**src/sv/mpbf_pkg.sv**
```systemverilog
// Shared types, codes and sizes for the message pass/block filter core.
package mpbf_pkg;

    // Table geometry
    localparam int FILTER_ENTRIES = 16;
    localparam int ENTRY_W        = $clog2(FILTER_ENTRIES);
    localparam int COUNT_W        = ENTRY_W + 1;

    // Byte counts: lengths include the four ID bytes, eight data bytes carried
    localparam int         DATA_BYTES   = 8;
    localparam logic [3:0] ID_BYTES     = 4'd4;
    localparam logic [3:0] FILTER_BYTES = 4'd12;

    // Operation codes
    typedef enum logic [1:0] {
        OP_WRITE   = 2'd0,
        OP_ACCEPT  = 2'd1,
        OP_FLOW_RX = 2'd2,
        OP_FLOW_TX = 2'd3
    } opcode_t;

    // Filter entry kinds
    typedef enum logic [1:0] {
        KIND_UNUSED = 2'd0,
        KIND_PASS   = 2'd1,
        KIND_BLOCK  = 2'd2,
        KIND_FLOW   = 2'd3
    } kind_t;

    // One input beat
    typedef struct packed {
        opcode_t              opcode;
        logic [ENTRY_W-1:0]   entry_index;
        kind_t                filter_kind;
        logic [31:0]          id_mask;
        logic [31:0]          id_pattern;
        logic [31:0]          id_value;
        logic [3:0]           mask_length;
        logic [3:0]           pattern_length;
        logic [63:0]          data_mask;
        logic [63:0]          data_pattern;
        logic [11:0]          msg_length;
        logic [63:0]          msg_data;
    } item_t;

    // Per-lane findings handed to the merge stage
    typedef struct packed {
        logic is_pass;
        logic pass_hit;
        logic block_hit;
        logic flow_hit;
    } lane_flags_t;

    // One result beat
    typedef struct packed {
        logic               accepted;
        logic               flow_found;
        logic [ENTRY_W-1:0] flow_index;
    } result_t;

    // Clamp a byte count to the table's byte limit
    function automatic logic [3:0] sat_len(input logic [3:0] len);
        return (len > FILTER_BYTES) ? FILTER_BYTES : len;
    endfunction

endpackage

```
**src/sv/mpbf_merge.sv**
```systemverilog
// Combines the lane findings into the accept verdict or the first flow entry.
module mpbf_merge (
    input  mpbf_pkg::opcode_t     op,
    input  mpbf_pkg::lane_flags_t lane_flags [mpbf_pkg::FILTER_ENTRIES],
    output mpbf_pkg::result_t     result
);

    always_comb
    begin
        logic                         pass_seen;
        logic                         passed;
        logic                         blocked;
        logic                         found;
        logic [mpbf_pkg::ENTRY_W-1:0] idx;

        pass_seen = 1'b0;
        passed    = 1'b0;
        blocked   = 1'b0;
        found     = 1'b0;
        idx       = '0;

        // OR-reduce pass/block, priority-encode lowest flow hit
        for (int e = mpbf_pkg::FILTER_ENTRIES - 1; e >= 0; e--)
        begin
            pass_seen = pass_seen | lane_flags[e].is_pass;
            passed    = passed    | lane_flags[e].pass_hit;
            blocked   = blocked   | lane_flags[e].block_hit;
            if (lane_flags[e].flow_hit)
            begin
                found = 1'b1;
                idx   = mpbf_pkg::ENTRY_W'(e);
            end
        end

        result = '0;
        unique case (op) inside
            mpbf_pkg::OP_ACCEPT:
            begin
                result.accepted = !blocked && (!pass_seen || passed);
            end
            mpbf_pkg::OP_FLOW_RX, mpbf_pkg::OP_FLOW_TX:
            begin
                result.flow_found = found;
                result.flow_index = idx;
            end
            default:
            begin
                result = '0;
            end
        endcase
    end

endmodule

```
**config.mk**
```make
export PLATFORM = sky130hd
export DESIGN_NAME = mpbf_merge
export DESIGN_NICKNAME = d
export VERILOG_FILES = /design/src/sv/mpbf_pkg.sv /design/src/sv/mpbf_merge.sv
export SDC_FILE = /design/constraint.sdc
export NUM_CORES = 1
export LEC_CHECK = 0
export ABC_AREA = 1
export ABC_CLOCK_PERIOD_IN_PS = 1200
export BUFFER_PORTS_ARGS = -buffer_cell sky130_fd_sc_hd__buf_2
export CAP_MARGIN = 20
export CORE_MARGIN = 2
export CORE_UTILIZATION = 25
export DETAILED_ROUTE_END_ITERATION = 10
export GPL_TIMING_DRIVEN = 0
export MAX_ROUTING_LAYER = met4
export PLACE_DENSITY = 0.94
export SYNTH_ARGS = -nofsm -noshare
export SYNTH_HDL_FRONTEND = slang
export SYNTH_SLANG_ARGS = --single-unit
```
**constraint.sdc**
```tcl
create_clock -name vclk -period 1.2
set_clock_uncertainty 0.05 [all_clocks]
set_input_delay 0.12 -clock vclk [all_inputs]
set_output_delay 0.12 -clock vclk [all_outputs]
set_load 0.1 [all_outputs]
```
==> qor.yml <==
routing:
  vias: 888
  drc: 0
  drt_iter0_markers: 26
  dr.pass1.iters: 4
  ant_nets: 0
  routed_wirelength_mm: 2.97
  wl_per_cell_um: 18.1
  post_drt_via_cell_ratio: 5.41
setup_path:
  cp-start-kind: "input pin"
  cp_top_family: "simple AND/OR/NAND/NOR gates"
  end_kind: "primary output"
  cp.buffers_inverters: 2
  worstPathRequired_ns: 1.03
  path_cells: "buf_2 -> nor4_1 -> nand4_1 -> a41oi_4 -> buf_12"
  critical-path-max-stage-delay_ns: 0.47
  worst_ep_arrival_time_ns: 1.39
  critPathKind: "input pin to primary output"
  slowest_stage: "nor4_1"
  crit_fanout: 1
job:
  maxCapViolations: 0
timing:
  holdWs_ns: 0.631
  finalHoldViolCount: 0
  min_period_ns: 1.56
  setup_violations: 6
  fin_crit_sh_pct: 130
  grt_setup_unrepaired: "true"
  setup_ws_ns: -0.356
  slew_headroom_pct: 66.9
  tightest_slew_ns: 0.492
  drv_slew: 0
  fmax_mhz: 643
grt:
  grt_overflow: 0
  antenna_found_initial: 0
  grt_max_degree: 4
  grt_pass1_wl_mm: 2.99
  first_global_vias: 804
  track_usage_pct: 27.9
layout:
  clockBufferCount: 0
  area_growth_pct: 236
  final_nets: 217
  regArea_um2: 0
  final_cell_mix: "buf_2 (58), nand2_1 (15), inv_1 (10)"
  nFlopsAndLatches: 0
  diodes: 0
  final_common_cell: "buf_2"
  utilization_pct: 87.9
  multi_input_comb_area_um2: 435
  layout-drive-gt1-share_pct: 69.1
  fillCellCount: 69
logic_synthesis:
  synth.area.top_cells: "nor4_1 (23%), nand2_1 (19%), inv_1 (18%), nand3_1 (9.1%), nor2_1 (6.8%)"
  synth.avg_cell_area_um2: 4.74
  synth.distinct_cells: 13
  synth_fp_nets: 136
  syn_inst: 70
  synth_warnings: 0
  netlist_area_um2: 332
  synth.yosys.seq_area_share_pct: 0
  yosys.area.top_type: "nor4_1"
  synth_top_area_share_pct: 22.6
floorplan:
  die_area_um2: 1630
  start_util_pct: 26.1
  dieWidth_um: 40.4
  floorplan.rows: 13
  dieHeight_um: 40.4
  io_pins: 72
  coreArea_um2: 1270
placed_design:
  routabilityCongestion: 0.668
  io_buffers: 72
  dp_hpwl_mm: 1.43
outcome:
  violations: "setup timing"
  status: "finished with violations"
power:
  power_density_nw_per_um2: 322
  leakagePower_nw: 0.554
  ir_drop_mv: 0.221
  p_total_mw: 0.359
hold_path:
  hp-class: "input pin to primary output"
clock_tree:
  holdBufCountCts: 0
cell usage after synthesis (all sizes together):
cell type / n
a21oi: 3
a31oi: 1
a41oi: 1
inv: 17
nand2: 17
nand3: 6
nand4: 3
nor2: 6
nor3: 3
nor4: 12
o311ai: 1
cells by family (layout without fill, tap and decap cells):
logic type | Yosys count | after routing | synth area share, %
AO/OA/AOI/OAI | 6 | 6 | 12.8
buffers and inverters | 17 | 96 | 19.2
AND/OR/NAND/NOR | 47 | 47 | 67.9
metal layers:
metal | global-route usage, % | wire, µm | vias up
li1 | - | - | 404
met1 | 26.4 | 1010 | 404
met2 | 63.1 | 1630 | 72
met3 | 0 | 275 | 8
met4 | 0 | 53 | 0
met5 | - | 0 | -
per-stage QoR:
stage | setup TNS (ns) | setup WS [ns] | cell area, µm² | cells
2_1_floorplan | -1.37 | -0.445 | 462 | 70
3_3_place_gp | -1.70 | -0.387 | 841 | 157
3_5_place_dp | -1.79 | -0.404 | 841 | 157
4_1_cts | -0.752 | -0.186 | 1000 | 160
5_1_grt | -1.80 | -0.545 | 1110 | 164
6_report | -1.32 | -0.356 | 1110 | 164
repair_timing:
action                     4_1_cts  5_1_grt
cloned                           0        0
buffers inserted                 3        4
setup endpoints to repair        6        6
pin swaps                        4        8
gates resized for setup         31       23
final cells by class:
cell class	instances	area share (%)
Timing Repair Buffer	79	50.8
Multi-Input combinational cell	53	39.1
Inverter	17	8.42
Tap cell	15	1.68
final timing paths:
check / to / start / slack, ns / depth (start not counted)
setup / recovery: result[5] / lane_flags[7] / -0.36 / 5
hold / removal: result[0] / op[1] / 0.63 / 4
where the power goes:
| group | leakage [nW] | switching [mW] | internal, mW |
|---|---|---|---|
| clock network | 0 | 0 | 0 |
| logic | 0.554 | 0.186 | 0.172 |
| registers | 0 | 0 | 0 |
(Power assumes the default switching activity.)
