## src/sv/mpbf_pkg.sv

```systemverilog
// Shared types, codes and sizes for the message pass/block filter core.
package mpbf_pkg;

    // Table geometry
    localparam int FILTER_ENTRIES = 16;
    localparam int ENTRY_W        = $clog2(FILTER_ENTRIES);
    localparam int COUNT_W        = ENTRY_W + 1;

    // Byte counts: lengths include the four ID bytes, eight data bytes carried
    localparam int         DATA_BYTES   = 8;
    localparam logic [3:0] ID_BYTES     = 4'd4;
    localparam logic [3:0] FILTER_BYTES = 4'd12;

    // Operation codes
    typedef enum logic [1:0] {
        OP_WRITE   = 2'd0,
        OP_ACCEPT  = 2'd1,
        OP_FLOW_RX = 2'd2,
        OP_FLOW_TX = 2'd3
    } opcode_t;

    // Filter entry kinds
    typedef enum logic [1:0] {
        KIND_UNUSED = 2'd0,
        KIND_PASS   = 2'd1,
        KIND_BLOCK  = 2'd2,
        KIND_FLOW   = 2'd3
    } kind_t;

    // One input beat
    typedef struct packed {
        opcode_t              opcode;
        logic [ENTRY_W-1:0]   entry_index;
        kind_t                filter_kind;
        logic [31:0]          id_mask;
        logic [31:0]          id_pattern;
        logic [31:0]          id_value;
        logic [3:0]           mask_length;
        logic [3:0]           pattern_length;
        logic [63:0]          data_mask;
        logic [63:0]          data_pattern;
        logic [11:0]          msg_length;
        logic [63:0]          msg_data;
    } item_t;

    // Per-lane findings handed to the merge stage
    typedef struct packed {
        logic is_pass;
        logic pass_hit;
        logic block_hit;
        logic flow_hit;
    } lane_flags_t;

    // One result beat
    typedef struct packed {
        logic               accepted;
        logic               flow_found;
        logic [ENTRY_W-1:0] flow_index;
    } result_t;

    // Clamp a byte count to the table's byte limit
    function automatic logic [3:0] sat_len(input logic [3:0] len);
        return (len > FILTER_BYTES) ? FILTER_BYTES : len;
    endfunction

endpackage

```

## src/sv/mpbf_lane.sv

```systemverilog
// One filter entry: its stored fields and the compare against the current beat.
module mpbf_lane (
    input  logic                  clk,
    input  logic                  rst_n,
    input  logic                  wr_en,
    input  logic                  load,
    input  logic                  enable,
    input  mpbf_pkg::item_t       item,
    output mpbf_pkg::lane_flags_t flags
);

    mpbf_pkg::kind_t       kind_reg;
    logic [31:0]           id_mask_reg;
    logic [31:0]           id_pattern_reg;
    logic [31:0]           flow_tx_reg;
    logic [3:0]            mask_len_reg;
    logic [3:0]            pat_len_reg;
    logic [63:0]           data_mask_reg;
    logic [63:0]           data_pattern_reg;
    mpbf_pkg::lane_flags_t flags_reg;
    mpbf_pkg::lane_flags_t flags_next;

    // Entry kind is the only field with a reset value
    always_ff @(posedge clk or negedge rst_n)
    begin
        if (!rst_n)
        begin
            kind_reg <= mpbf_pkg::KIND_UNUSED;
        end
        else if (wr_en)
        begin
            kind_reg <= item.filter_kind;
        end
    end

    // Entry payload, lengths saturated on the way in
    always_ff @(posedge clk)
    begin
        if (wr_en)
        begin
            id_mask_reg      <= item.id_mask;
            id_pattern_reg   <= item.id_pattern;
            flow_tx_reg      <= item.id_value;
            mask_len_reg     <= mpbf_pkg::sat_len(item.mask_length);
            pat_len_reg      <= mpbf_pkg::sat_len(item.pattern_length);
            data_mask_reg    <= item.data_mask;
            data_pattern_reg <= item.data_pattern;
        end
    end

    // Compare ID and data bytes against this entry
    always_comb
    begin
        logic       id_hit;
        logic       tx_hit;
        logic       skip;
        logic       too_short;
        logic       mismatch;
        logic       data_hit;
        logic [3:0] mn;
        logic [3:0] pn;
        logic [3:0] need;
        logic [7:0] m_byte;
        logic [7:0] p_byte;
        logic [7:0] d_byte;

        id_hit = ((item.id_value ^ id_pattern_reg) & id_mask_reg) == 32'd0;
        tx_hit = (flow_tx_reg == item.id_value);

        skip = (mask_len_reg <= mpbf_pkg::ID_BYTES) && (pat_len_reg <= mpbf_pkg::ID_BYTES);
        mn   = (mask_len_reg > mpbf_pkg::ID_BYTES) ? mask_len_reg - mpbf_pkg::ID_BYTES : 4'd0;
        pn   = (pat_len_reg > mpbf_pkg::ID_BYTES) ? pat_len_reg - mpbf_pkg::ID_BYTES : 4'd0;
        need = (mn > pn) ? mn : pn;
        too_short = {8'd0, need} > item.msg_length;

        // bytes past either length carry a zero mask or pattern
        mismatch = 1'b0;
        for (int b = 0; b < mpbf_pkg::DATA_BYTES; b++)
        begin
            m_byte = ((4'(b) + mpbf_pkg::ID_BYTES) < mask_len_reg) ?
                     data_mask_reg[8*b +: 8] : 8'd0;
            p_byte = ((4'(b) + mpbf_pkg::ID_BYTES) < pat_len_reg) ?
                     data_pattern_reg[8*b +: 8] : 8'd0;
            d_byte = item.msg_data[8*b +: 8];
            mismatch = mismatch | (((d_byte ^ p_byte) & m_byte) != 8'd0);
        end

        data_hit = skip || (!too_short && !mismatch);

        flags_next.is_pass   = enable && (kind_reg == mpbf_pkg::KIND_PASS);
        flags_next.pass_hit  = flags_next.is_pass && id_hit && data_hit;
        flags_next.block_hit = enable && (kind_reg == mpbf_pkg::KIND_BLOCK) && id_hit && data_hit;
        flags_next.flow_hit  = enable && (kind_reg == mpbf_pkg::KIND_FLOW) &&
                               ((item.opcode == mpbf_pkg::OP_FLOW_RX) ? id_hit : tx_hit);
    end

    // Findings held for the merge stage
    always_ff @(posedge clk)
    begin
        if (load)
        begin
            flags_reg <= flags_next;
        end
    end

    assign flags = flags_reg;

endmodule

```

## config.mk

```make
export PLATFORM = sky130hd
export DESIGN_NAME = mpbf_lane
export DESIGN_NICKNAME = d
export VERILOG_FILES = /design/src/sv/mpbf_pkg.sv /design/src/sv/mpbf_lane.sv
export SDC_FILE = /design/constraint.sdc
export NUM_CORES = 1
export LEC_CHECK = 0
export ABC_CLOCK_PERIOD_IN_PS = 4200
export BUFFER_PORTS_ARGS = -buffer_cell sky130_fd_sc_hd__buf_2
export CORE_AREA = 4 4 163 165
export DETAILED_ROUTE_END_ITERATION = 12
export DIE_AREA = 0 0 167 169
export HOLD_SLACK_MARGIN = 0.03
export PLACE_DENSITY_LB_ADDON = 0.08
export SLEW_MARGIN = 20
export SYNTH_ARGS = -nofsm -noshare
export SYNTH_HDL_FRONTEND = slang
export SYNTH_SLANG_ARGS = --single-unit
export TNS_END_PERCENT = 10
```

## constraint.sdc

```tcl
create_clock -name clk -period 4.2 [get_ports clk]
set_input_delay 1.26 -clock clk [delete_from_list [all_inputs] [get_ports clk]]
set_output_delay 1.26 -clock clk [all_outputs]
set_load 0.01 [all_outputs]
```

==> summary by stage, run 1 <==
Outcome
The flow ran to the end, and the final reports show no timing, DRC or antenna violations.

Power
Across the VDD grid, the largest voltage drop is 0.000259 V. For this design the total switching power over the nets is 0.00130 W. The analysis attributes to cell leakage a power of 5.10 nW. The sequential cell fraction of total power is 0.498. The internal portion of the total power is 0.00448 W. The part of the power in combinational logic is 0.110.

In this run the power density over the cells is 451 mW/mm2. The share of total power dissipated in the clock network is 0.392. The fraction of power spent switching nets is 0.225.

Floorplanning
The floorplan has 58 rows. The core region is 0.0250 mm2. The width of the die is 167 um. The boundary pin count is 325. The initial core utilization is 0.396.

The die boundary height is 169 um. The floorplan die area is 0.0282 mm2.

Worst setup path
Traced cell by cell, the critical path runs through buf_4 -> nand2b_1 -> ha_1 -> o21ai_0 -> nand2b_1 -> a21oi_1 -> a41o_2 -> mux2i_1 -> ha_1 -> nor2b_1 -> o211ai_1 -> a21oi_1 -> a31oi_1 -> nand4_1 -> nor4_2 -> a32oi_1 -> nor4b_2. Together, buffers and inverters on the worst path number 1. The worst setup path is of the flop to flop kind. On the worst path, the slowest cell contributes a delay of 0.38 ns. Data arrives at the worst endpoint at 4.21 ns. In this run the worst path has a maximum fanout of 33. The kind of end point of the critical path is a flop. Broken down by cell family, the worst path's largest delay share belongs to simple AND/OR/NAND/NOR gates.

STA classifies the critical path startpoint as a flop. Among all stages on the critical path, the largest delay is contributed by edfxtp_1. Data on the critical path is required at its endpoint by 4.56 ns.

Timing
Adding up every negative setup slack in the final design gives 0 ns. The setup violation total in the final timing report is 0. The final count of hold timing violations is 0. The maximum achievable frequency is 260 MHz. The headroom to the max-slew limit is 0.519. The fraction of the cycle the final worst path needs is 0.916. The number of max-slew violations in the final report is 0. After layout, the minimum clock period comes to 3.85 ns. The final clock skew is 0.00995 ns. The slew at the pin closest to its max-slew limit is 0.715 ns. Setup repair after global routing left no endpoint under its margin.

Logic synthesis
The fraction of registers with async set/reset is 0.00840. The post-synthesis cell count is 619. The largest family of logic cells by synthesized area is XOR/XNOR gates. The fraction of the yosys area taken by sequential cells is 0.721. By area the synthesized netlist is led by edfxtp_1, xor2_1, xnor2_1. The average instance in the mapped netlist occupies 16.0 um2. The summed instance area of the synthesized netlist is 0.00990 mm2. The post-synthesis mux area share is 0.00430.

The xor/xnor cell area share of the yosys netlist is 0.112. Counting flops and latches in the post-synthesis netlist gives 238. The total nets after synthesis is 948.

Of the total synthesized cell area, the portion taken by AND, OR, NAND and NOR gates is 0.0585. The adder-cell area share of the yosys netlist is 0.0101. The post-synthesis compound-gate area fraction was 0.0815.

The number of enable flip-flop cells after synthesis is 236. Yosys printed 0 warnings. The most used flip-flop cell after synthesis is edfxtp_1. The leading area contributor after synthesis is edfxtp_1. After synthesis, the netlist uses 54 different library cells.

The top cell type's share of synthesized area is 0.716.

GRT
Entering global routing, the biggest net connects 82 pins. The all-layer global routing usage is 0.168. The via count of the first global-routing pass is 6598. In this run the most used layer during global routing was met2. For this run, global-route usage on met3 was measured as 0.0521. For met2 alone, demand over resource in global routing was 0.300.

The global-route wire length before repair is 36500 um. The met1 track utilization from global routing is 0.195. Global routing finished with a remaining overflow of 0. The number of antenna violations at the first check in global routing came to 9.

Clock tree
In this run the number of H-tree levels came out at 1. The quantity of gates resized following cts is 0. The number of setup buffers added after CTS is 0. The library cell used as clock root buffer is clkbuf_16. TritonCTS built the clock tree. The maximum clock path buffer count is 3. The clock net in this run drives a total of 238 sinks. The clock network latency to the later pin of the worst-skew pair is 0.53 ns.

The clock transition at the registers of the reported paths is 0.06 ns. Buffers inserted during clock tree synthesis total 27. The number of hold buffers added after cts is 0.

Routing
The detail-routed net length per standard cell is 18.6 um. The total vias in the final route is 6310. The count of routing violations after the opening detailed-route iteration is 353.

The final antenna-violating net count is 0. The pre-antenna-repair detailed-routing pass consisted of 4 iterations. The DRC violation count after routing is 0. In the routed layout, each cell is associated on average with a via count of 4.79. The total wire length is 24500 um.

Cells and area
The ratio of cells with drive above 1 in the final layout is 0.394. In the layout the commonest cells are buf_2, edfxtp_1, xor2_1. The library cell used most frequently in the layout, excluding fill and tap cells, is buf_2. The count of placed standard cells in the final layout, fillers left out is 1318.

The final-stage net count is 1292. The area growth from synthesis to final layout is 29.6%.

Placement
The count of input and output buffers is 320. The sum of net half-perimeters after detailed placement is 18800 um. The final RePlAce weighted congestion is 0.768. The number of instances in the placed design is 1264.

Run
Max-cap violations in this run came to 0.

Min path
The worst hold path belongs to the class primary input to async pin.
## power groups by stage
stage | Clock [W] | Combinational (W) | Sequential (W)
4_1_cts | 0.00233 | 0.000653 | 0.00288
3_3_place_gp | 0 | 0.000643 | 0.00293
2_1_floorplan | 0 | 0.000330 | 0.00292
5_1_grt | 0.00245 | 0.000716 | 0.00290
6_report | 0.00227 | 0.000638 | 0.00288
3_5_place_dp | 0 | 0.000650 | 0.00293
## path summary, 6_finish.rpt
path	start	end	slack, ns	cells after the start
worst min-delay path	rst_n	kind_reg[0]$_DFFE_PN0P_	0.50	1
worst min register to register	kind_reg[1]$_DFFE_PN0P_	kind_reg[1]$_DFFE_PN0P_	0.57	1
worst max register to register	pat_len_reg[3]$_SDFFCE_PN1P_	flags[1]$_DFFE_PP_	0.35	17
max in group asynchronous	rst_n	kind_reg[1]$_DFFE_PN0P_	3.59	1
min in group clk	kind_reg[1]$_DFFE_PN0P_	kind_reg[1]$_DFFE_PN0P_	0.57	1
worst max-delay path	pat_len_reg[3]$_SDFFCE_PN1P_	flags[1]$_DFFE_PP_	0.35	17
## worst register-to-register path, cell delays in order (launching register included)
cell and delay (ns):
edfxtp_1 0.38, buf_4 0.38, nand2b_1 0.15, ha_1 0.31, o21ai_0 0.08, nand2b_1 0.07
a21oi_1 0.14, a41o_2 0.18, mux2i_1 0.25, ha_1 0.27, nor2b_1 0.13, o211ai_1 0.17
a21oi_1 0.09, a31oi_1 0.14, nand4_1 0.12, nor4_2 0.33, a32oi_1 0.22, nor4b_2 0.26
## area by class of cell
class	instances	area, um2
Fill cell	2202	12200
Sequential cell	238	7140
Multi-Input combinational cell	357	2650
Timing Repair Buffer	332	1740
Clock buffer	28	679
Tap cell	330	413
Clock inverter	22	184
Inverter	7	26.3
Antenna cell	4	10.0
## layer usage
layer | wire (um) | up-vias
li1 | - | 3065
met1 | 9210 | 2952
met2 | 12600 | 235
met3 | 1970 | 48
met4 | 669 | 10
met5 | 63 | -
## cell families after synthesis
logic type / count (synthesis)
AO/OA/AOI/OAI: 102
XOR/XNOR: 127
adder cells (fa/ha/maj): 8
buffers and inverters: 24
flip-flops: 238
multiplexers: 4
AND/OR/NAND/NOR: 116
## cell usage after synthesis (2+ instances only)
library cell    n
a221oi_1        2
xnor2_1        58
o211ai_1        4
mux2_2          2
and3_1          2
nand2b_1        3
nand3b_1        2
a21o_1          2
a31o_2          2
nor2b_1         6
o31a_1          2
o21a_1          2
a221oi_2        3
o21a_4          2
mux2i_1         2
nand2_1        51
a21boi_0        6
clkbuf_1        9
and2_1          2
a21oi_1         8
a32oi_1         5
nand4_1         9
buf_2           3
buf_6           2
o22ai_1         3
edfxtp_1      236
a22o_1          9
ha_1            8
a22oi_1        28
inv_1           7
xor2_1         69
nand3_1        17
nor2_1          6
nor4_1         12
dfrtp_1         2
o21ai_1         3
o21ai_0        12
o311ai_1        2
## through the flow
stage | setup slack, ns | hold WS, ns | total power [W] | utilization | area [um2]
floorplan | 0.471 | 0.504 | 0.00325 | - | 9900
global placement | 0.284 | 0.522 | 0.00357 | 0.478 | 12000
detailed placement | 0.157 | 0.559 | 0.00358 | 0.478 | 12000
CTS | 0.153 | 0.475 | 0.00587 | 0.512 | 12800
global route | 0.0165 | 0.477 | 0.00606 | 0.513 | 12800
finish | 0.352 | 0.504 | 0.00579 | 0.513 | 12800
(Power assumes the default switching activity.)
==> run 2: changes to the inputs <==
--- a/config.mk
+++ b/config.mk
@@ -11,7 +11,7 @@
 export DETAILED_ROUTE_END_ITERATION = 12
 export DIE_AREA = 0 0 167 169
 export HOLD_SLACK_MARGIN = 0.03
-export PLACE_DENSITY_LB_ADDON = 0.08
+export PLACE_DENSITY = 0.63
 export SLEW_MARGIN = 20
 export SYNTH_ARGS = -nofsm -noshare
 export SYNTH_HDL_FRONTEND = slang
==> run 2 against run 1 <==
Clock-buffer cell count rose by 4. Worst hold slack improved by 0.011 ns. Critical path depth rose by 1. Non-clock buffer count fell by 2. Clock power fell by 4%. Setup slack got worse by 0.051 ns. Highest routed layer unchanged. First-iteration DRC count rose by 17%. Sequential share of layout area rose by 0.33 points.
==> summary by stage, run 2 (synthesized netlist as in run 1, its figures left out) <==
Worst setup path
The largest fanout of any net on the critical path is 7 (-79%). The depth of the most critical reg-to-reg path is 18 (+1). The worst stage delay on the critical path is 0.47 ns (+0.09 ns). The required time of the critical path is 4.55 ns (about the same). In this run the critical register-to-register path is launched from mask_len_reg[1]$_SDFFCE_PN0P_. The endpoint identified for the worst register-to-register timing path is flags[1]$_DFFE_PP_. STA classifies the critical path endpoint as a flop. The slowest stage cell on the critical path is edfxtp_1.

STA classifies the critical path startpoint as a flop. Walking the worst path, the cells encountered are o21ai_1 -> inv_1 -> ha_1 -> nor2b_1 -> o21ai_0 -> nand2b_1 -> a21oi_1 -> a41o_2 -> mux2i_1 -> ha_1 -> nor2b_1 -> o211ai_1 -> a21oi_1 -> a31oi_1 -> nand4_1 -> nor4_2 -> a32oi_1 -> nor4b_2. The worst reg-to-reg setup slack is 0.30 ns (-0.05 ns). The signal arrival time at the worst endpoint is 4.25 ns (+0.04 ns).

The critical path in this run is classified as flop to flop. The most critical setup path has its startpoint at mask_len_reg[1]$_SDFFCE_PN0P_.

Clock tree
The TritonCTS sink count was 238 (unchanged). The number of CTS-inserted buffers came to 26 (-3.7%). The number of hold buffers added after cts was 0 (unchanged). The clock transition at the registers of the reported paths is 0.06 ns (about the same). TritonCTS built the clock tree. The maximum clock path buffer count is 3 (unchanged). The clock network latency to the later pin of the worst-skew pair was 0.52 ns (about the same).

The number of H-tree branching levels was 1 (unchanged). The tree is rooted in a clkbuf_16.

Power
The final total power is 0.00571 W (-1.4%). The power density over the cells is 447 mW/mm2 (-0.79%). The peak ir drop on the vdd network came to 0.000361 V (+40%).

The static power due to leakage came to 5.06 nW (-0.77%).

Routing
The mean number of vias per cell is 4.83 (+0.80%). The total wire length came to 24700 um (+0.68%). The number of optimization iterations in the first detailed-route pass is 4 (unchanged). The final antenna-violating net count is 0 (unchanged). The detail-routed net length per standard cell is 18.8 um (+1.2%). The DRC violation count after routing is 0 (unchanged). The total vias in the final route was 6327 (+0.27%).

The count of routing violations after the opening detailed-route iteration is 413 (+17%).

Timing
Setup repair after global routing left no endpoint under its margin. The number of max-slew violations in the final report is 0 (unchanged). The shortest clock period the worst path allows after layout was 3.90 ns (+0.0508 ns). The maximum achievable frequency is 256 MHz (-1.3%). The worst hold-check slack is 0.515 ns (+0.0114 ns).

The fraction of the cycle the final worst path needs was 0.928 (+0.0121). The final clock skew is 0.00769 ns (-0.00227 ns). The total negative slack was 0 ns (unchanged). The setup violation total in the final timing report is 0 (unchanged).

The final count of hold timing violations came to 0 (unchanged). The slew at the pin closest to its max-slew limit is 0.680 ns (-0.0353 ns). The headroom to the max-slew limit was 0.543 (+0.0237).

GRT
The global-route wire length before repair is 35700 um (-2.3%). The most heavily used metal layer in global routing is met2. The number of antenna violations at the first check in global routing is 5 (-4). The overall overflow remaining after global route is 0 (unchanged). The met2 capacity usage during global routing was 0.294 (-0.00652).

The maximum number of pins on one net before global-route repair is 76 (-7.3%). The all-layer global routing usage is 0.165 (-0.00359). The met1 track utilization from global routing is 0.193 (-0.00267). The met3 routing resource usage after global routing is 0.0537 (+0.00163).

The via count of the first global-routing pass is 6442 (-2.4%).

Placement
The final RePlAce weighted congestion is 0.816 (+6.2%). The count of input and output buffers was 320 (unchanged). The number of instances in the placed design came to 1262 (-0.16%). The sum of net half-perimeters after detailed placement came to 18700 um (-0.35%).

Run
The number of maximum-capacitance violations is 0 (unchanged).

Floorplanning
The number of cell rows came to 58 (unchanged). The boundary pin count is 325 (unchanged). The floorplan die area came to 0.0282 mm2 (unchanged).

The width of the die was 167 um (unchanged). The placeable core region is 0.0250 mm2 (unchanged). The initial core utilization is 0.396 (unchanged). The die boundary height came to 169 um (unchanged).

Cells and area
The sequential cell area came to 0.00714 mm2 (unchanged). Leaving out fill and tap cells, the most frequent cells in the layout are buf_2, edfxtp_1, xor2_1. The final-stage net count is 1289 (-0.23%). The library cell used most frequently in the layout, excluding fill and tap cells, is buf_2. The count of placed standard cells in the final layout, fillers left out came to 1311 (-0.53%). The ratio of cells with drive above 1 in the final layout is 0.391 (-0.00349). Relative to the synthesized area, the layout overhead comes to 28.9%. The area of combinational cells with multiple inputs is 0.00265 mm2 (unchanged). The count of filler cells inserted in the layout came to 2173 (-1.3%).

Min path
The tightest min-delay check is of the primary input to async pin type.

Outcome
The flow ran to the end, and the final reports show no timing, DRC or antenna violations.
run 2: changes by cell type in the layout (fill, tap and decap cells not counted), sizes merged, moves of 2 or more:
cell | before | now
buf | 332 | 330
clkinv | 18 | 13
diode | 4 | 1
clkbuf | 28 | 32
run 2: how the worst max path moves through the flow:
stage / cells past startpoint / slack, ns / to
finish: 18 / 0.30 / flags[1]$_DFFE_PP_
global route: 18 / 0.002 / flags[1]$_DFFE_PP_
CTS: 18 / 0.06 / flags[1]$_DFFE_PP_
detailed placement: 18 / 0.10 / flags[1]$_DFFE_PP_
global placement: 18 / 0.22 / flags[1]$_DFFE_PP_
floorplan: 20 / 0.47 / flags[1]$_DFFE_PP_
run 2: per-stage QoR:
step	area, um2	utilization	setup WS (ns)
final	12800	0.510	0.301
after global routing	12800	0.510	0.00244
after CTS	12700	0.509	0.0608
after detailed placement	11900	0.476	0.105
after global placement	11900	0.476	0.217
after floorplan	9900	-	0.471
run 2: what timing repair did:
| item | in CTS | in global routing |
|---|---|---|
| setup endpoints to repair | 0 | 2 |
| setup buffers | 0 | 0 |
| gates resized for setup | 0 | 5 |
run 2: layout make-up:
class	instances	area share
Timing Repair Buffer	330	0.134
Multi-Input combinational cell	357	0.208
Antenna cell	1	0.000196
Tap cell	330	0.0324
Inverter	7	0.00206
Clock inverter	16	0.00971
Clock buffer	32	0.0544
Sequential cell	238	0.559
run 2: report_power, final:
group	total (W)	leakage [nW]	switching [W]	internal, W
registers	0.00288	2.33	0.0000610	0.00282
clock network	0.00218	0.401	0.000889	0.00129
logic	0.000645	2.32	0.000338	0.000307
run 2: critical path, delay by kind of cell, from the launching register on:
family / cells / cell delay, ns
AOI/OAI and AO/OA: 8 / 1.30
and+or+nand+nor: 6 / 1.07
adders and majority gates: 2 / 0.59
muxes: 1 / 0.24
buffers and inverters: 1 / 0.07
DFF: 1 / 0.47
run 2: metal layers:
metal  wire length, um  vias to the layer above  share of wire
met2             12300                      275           0.50
met3              2390                       38          0.097
met1              9390                     2954           0.38
met4               533                        8          0.022
li1                  -                     3052              -
met5                53                        -         0.0021
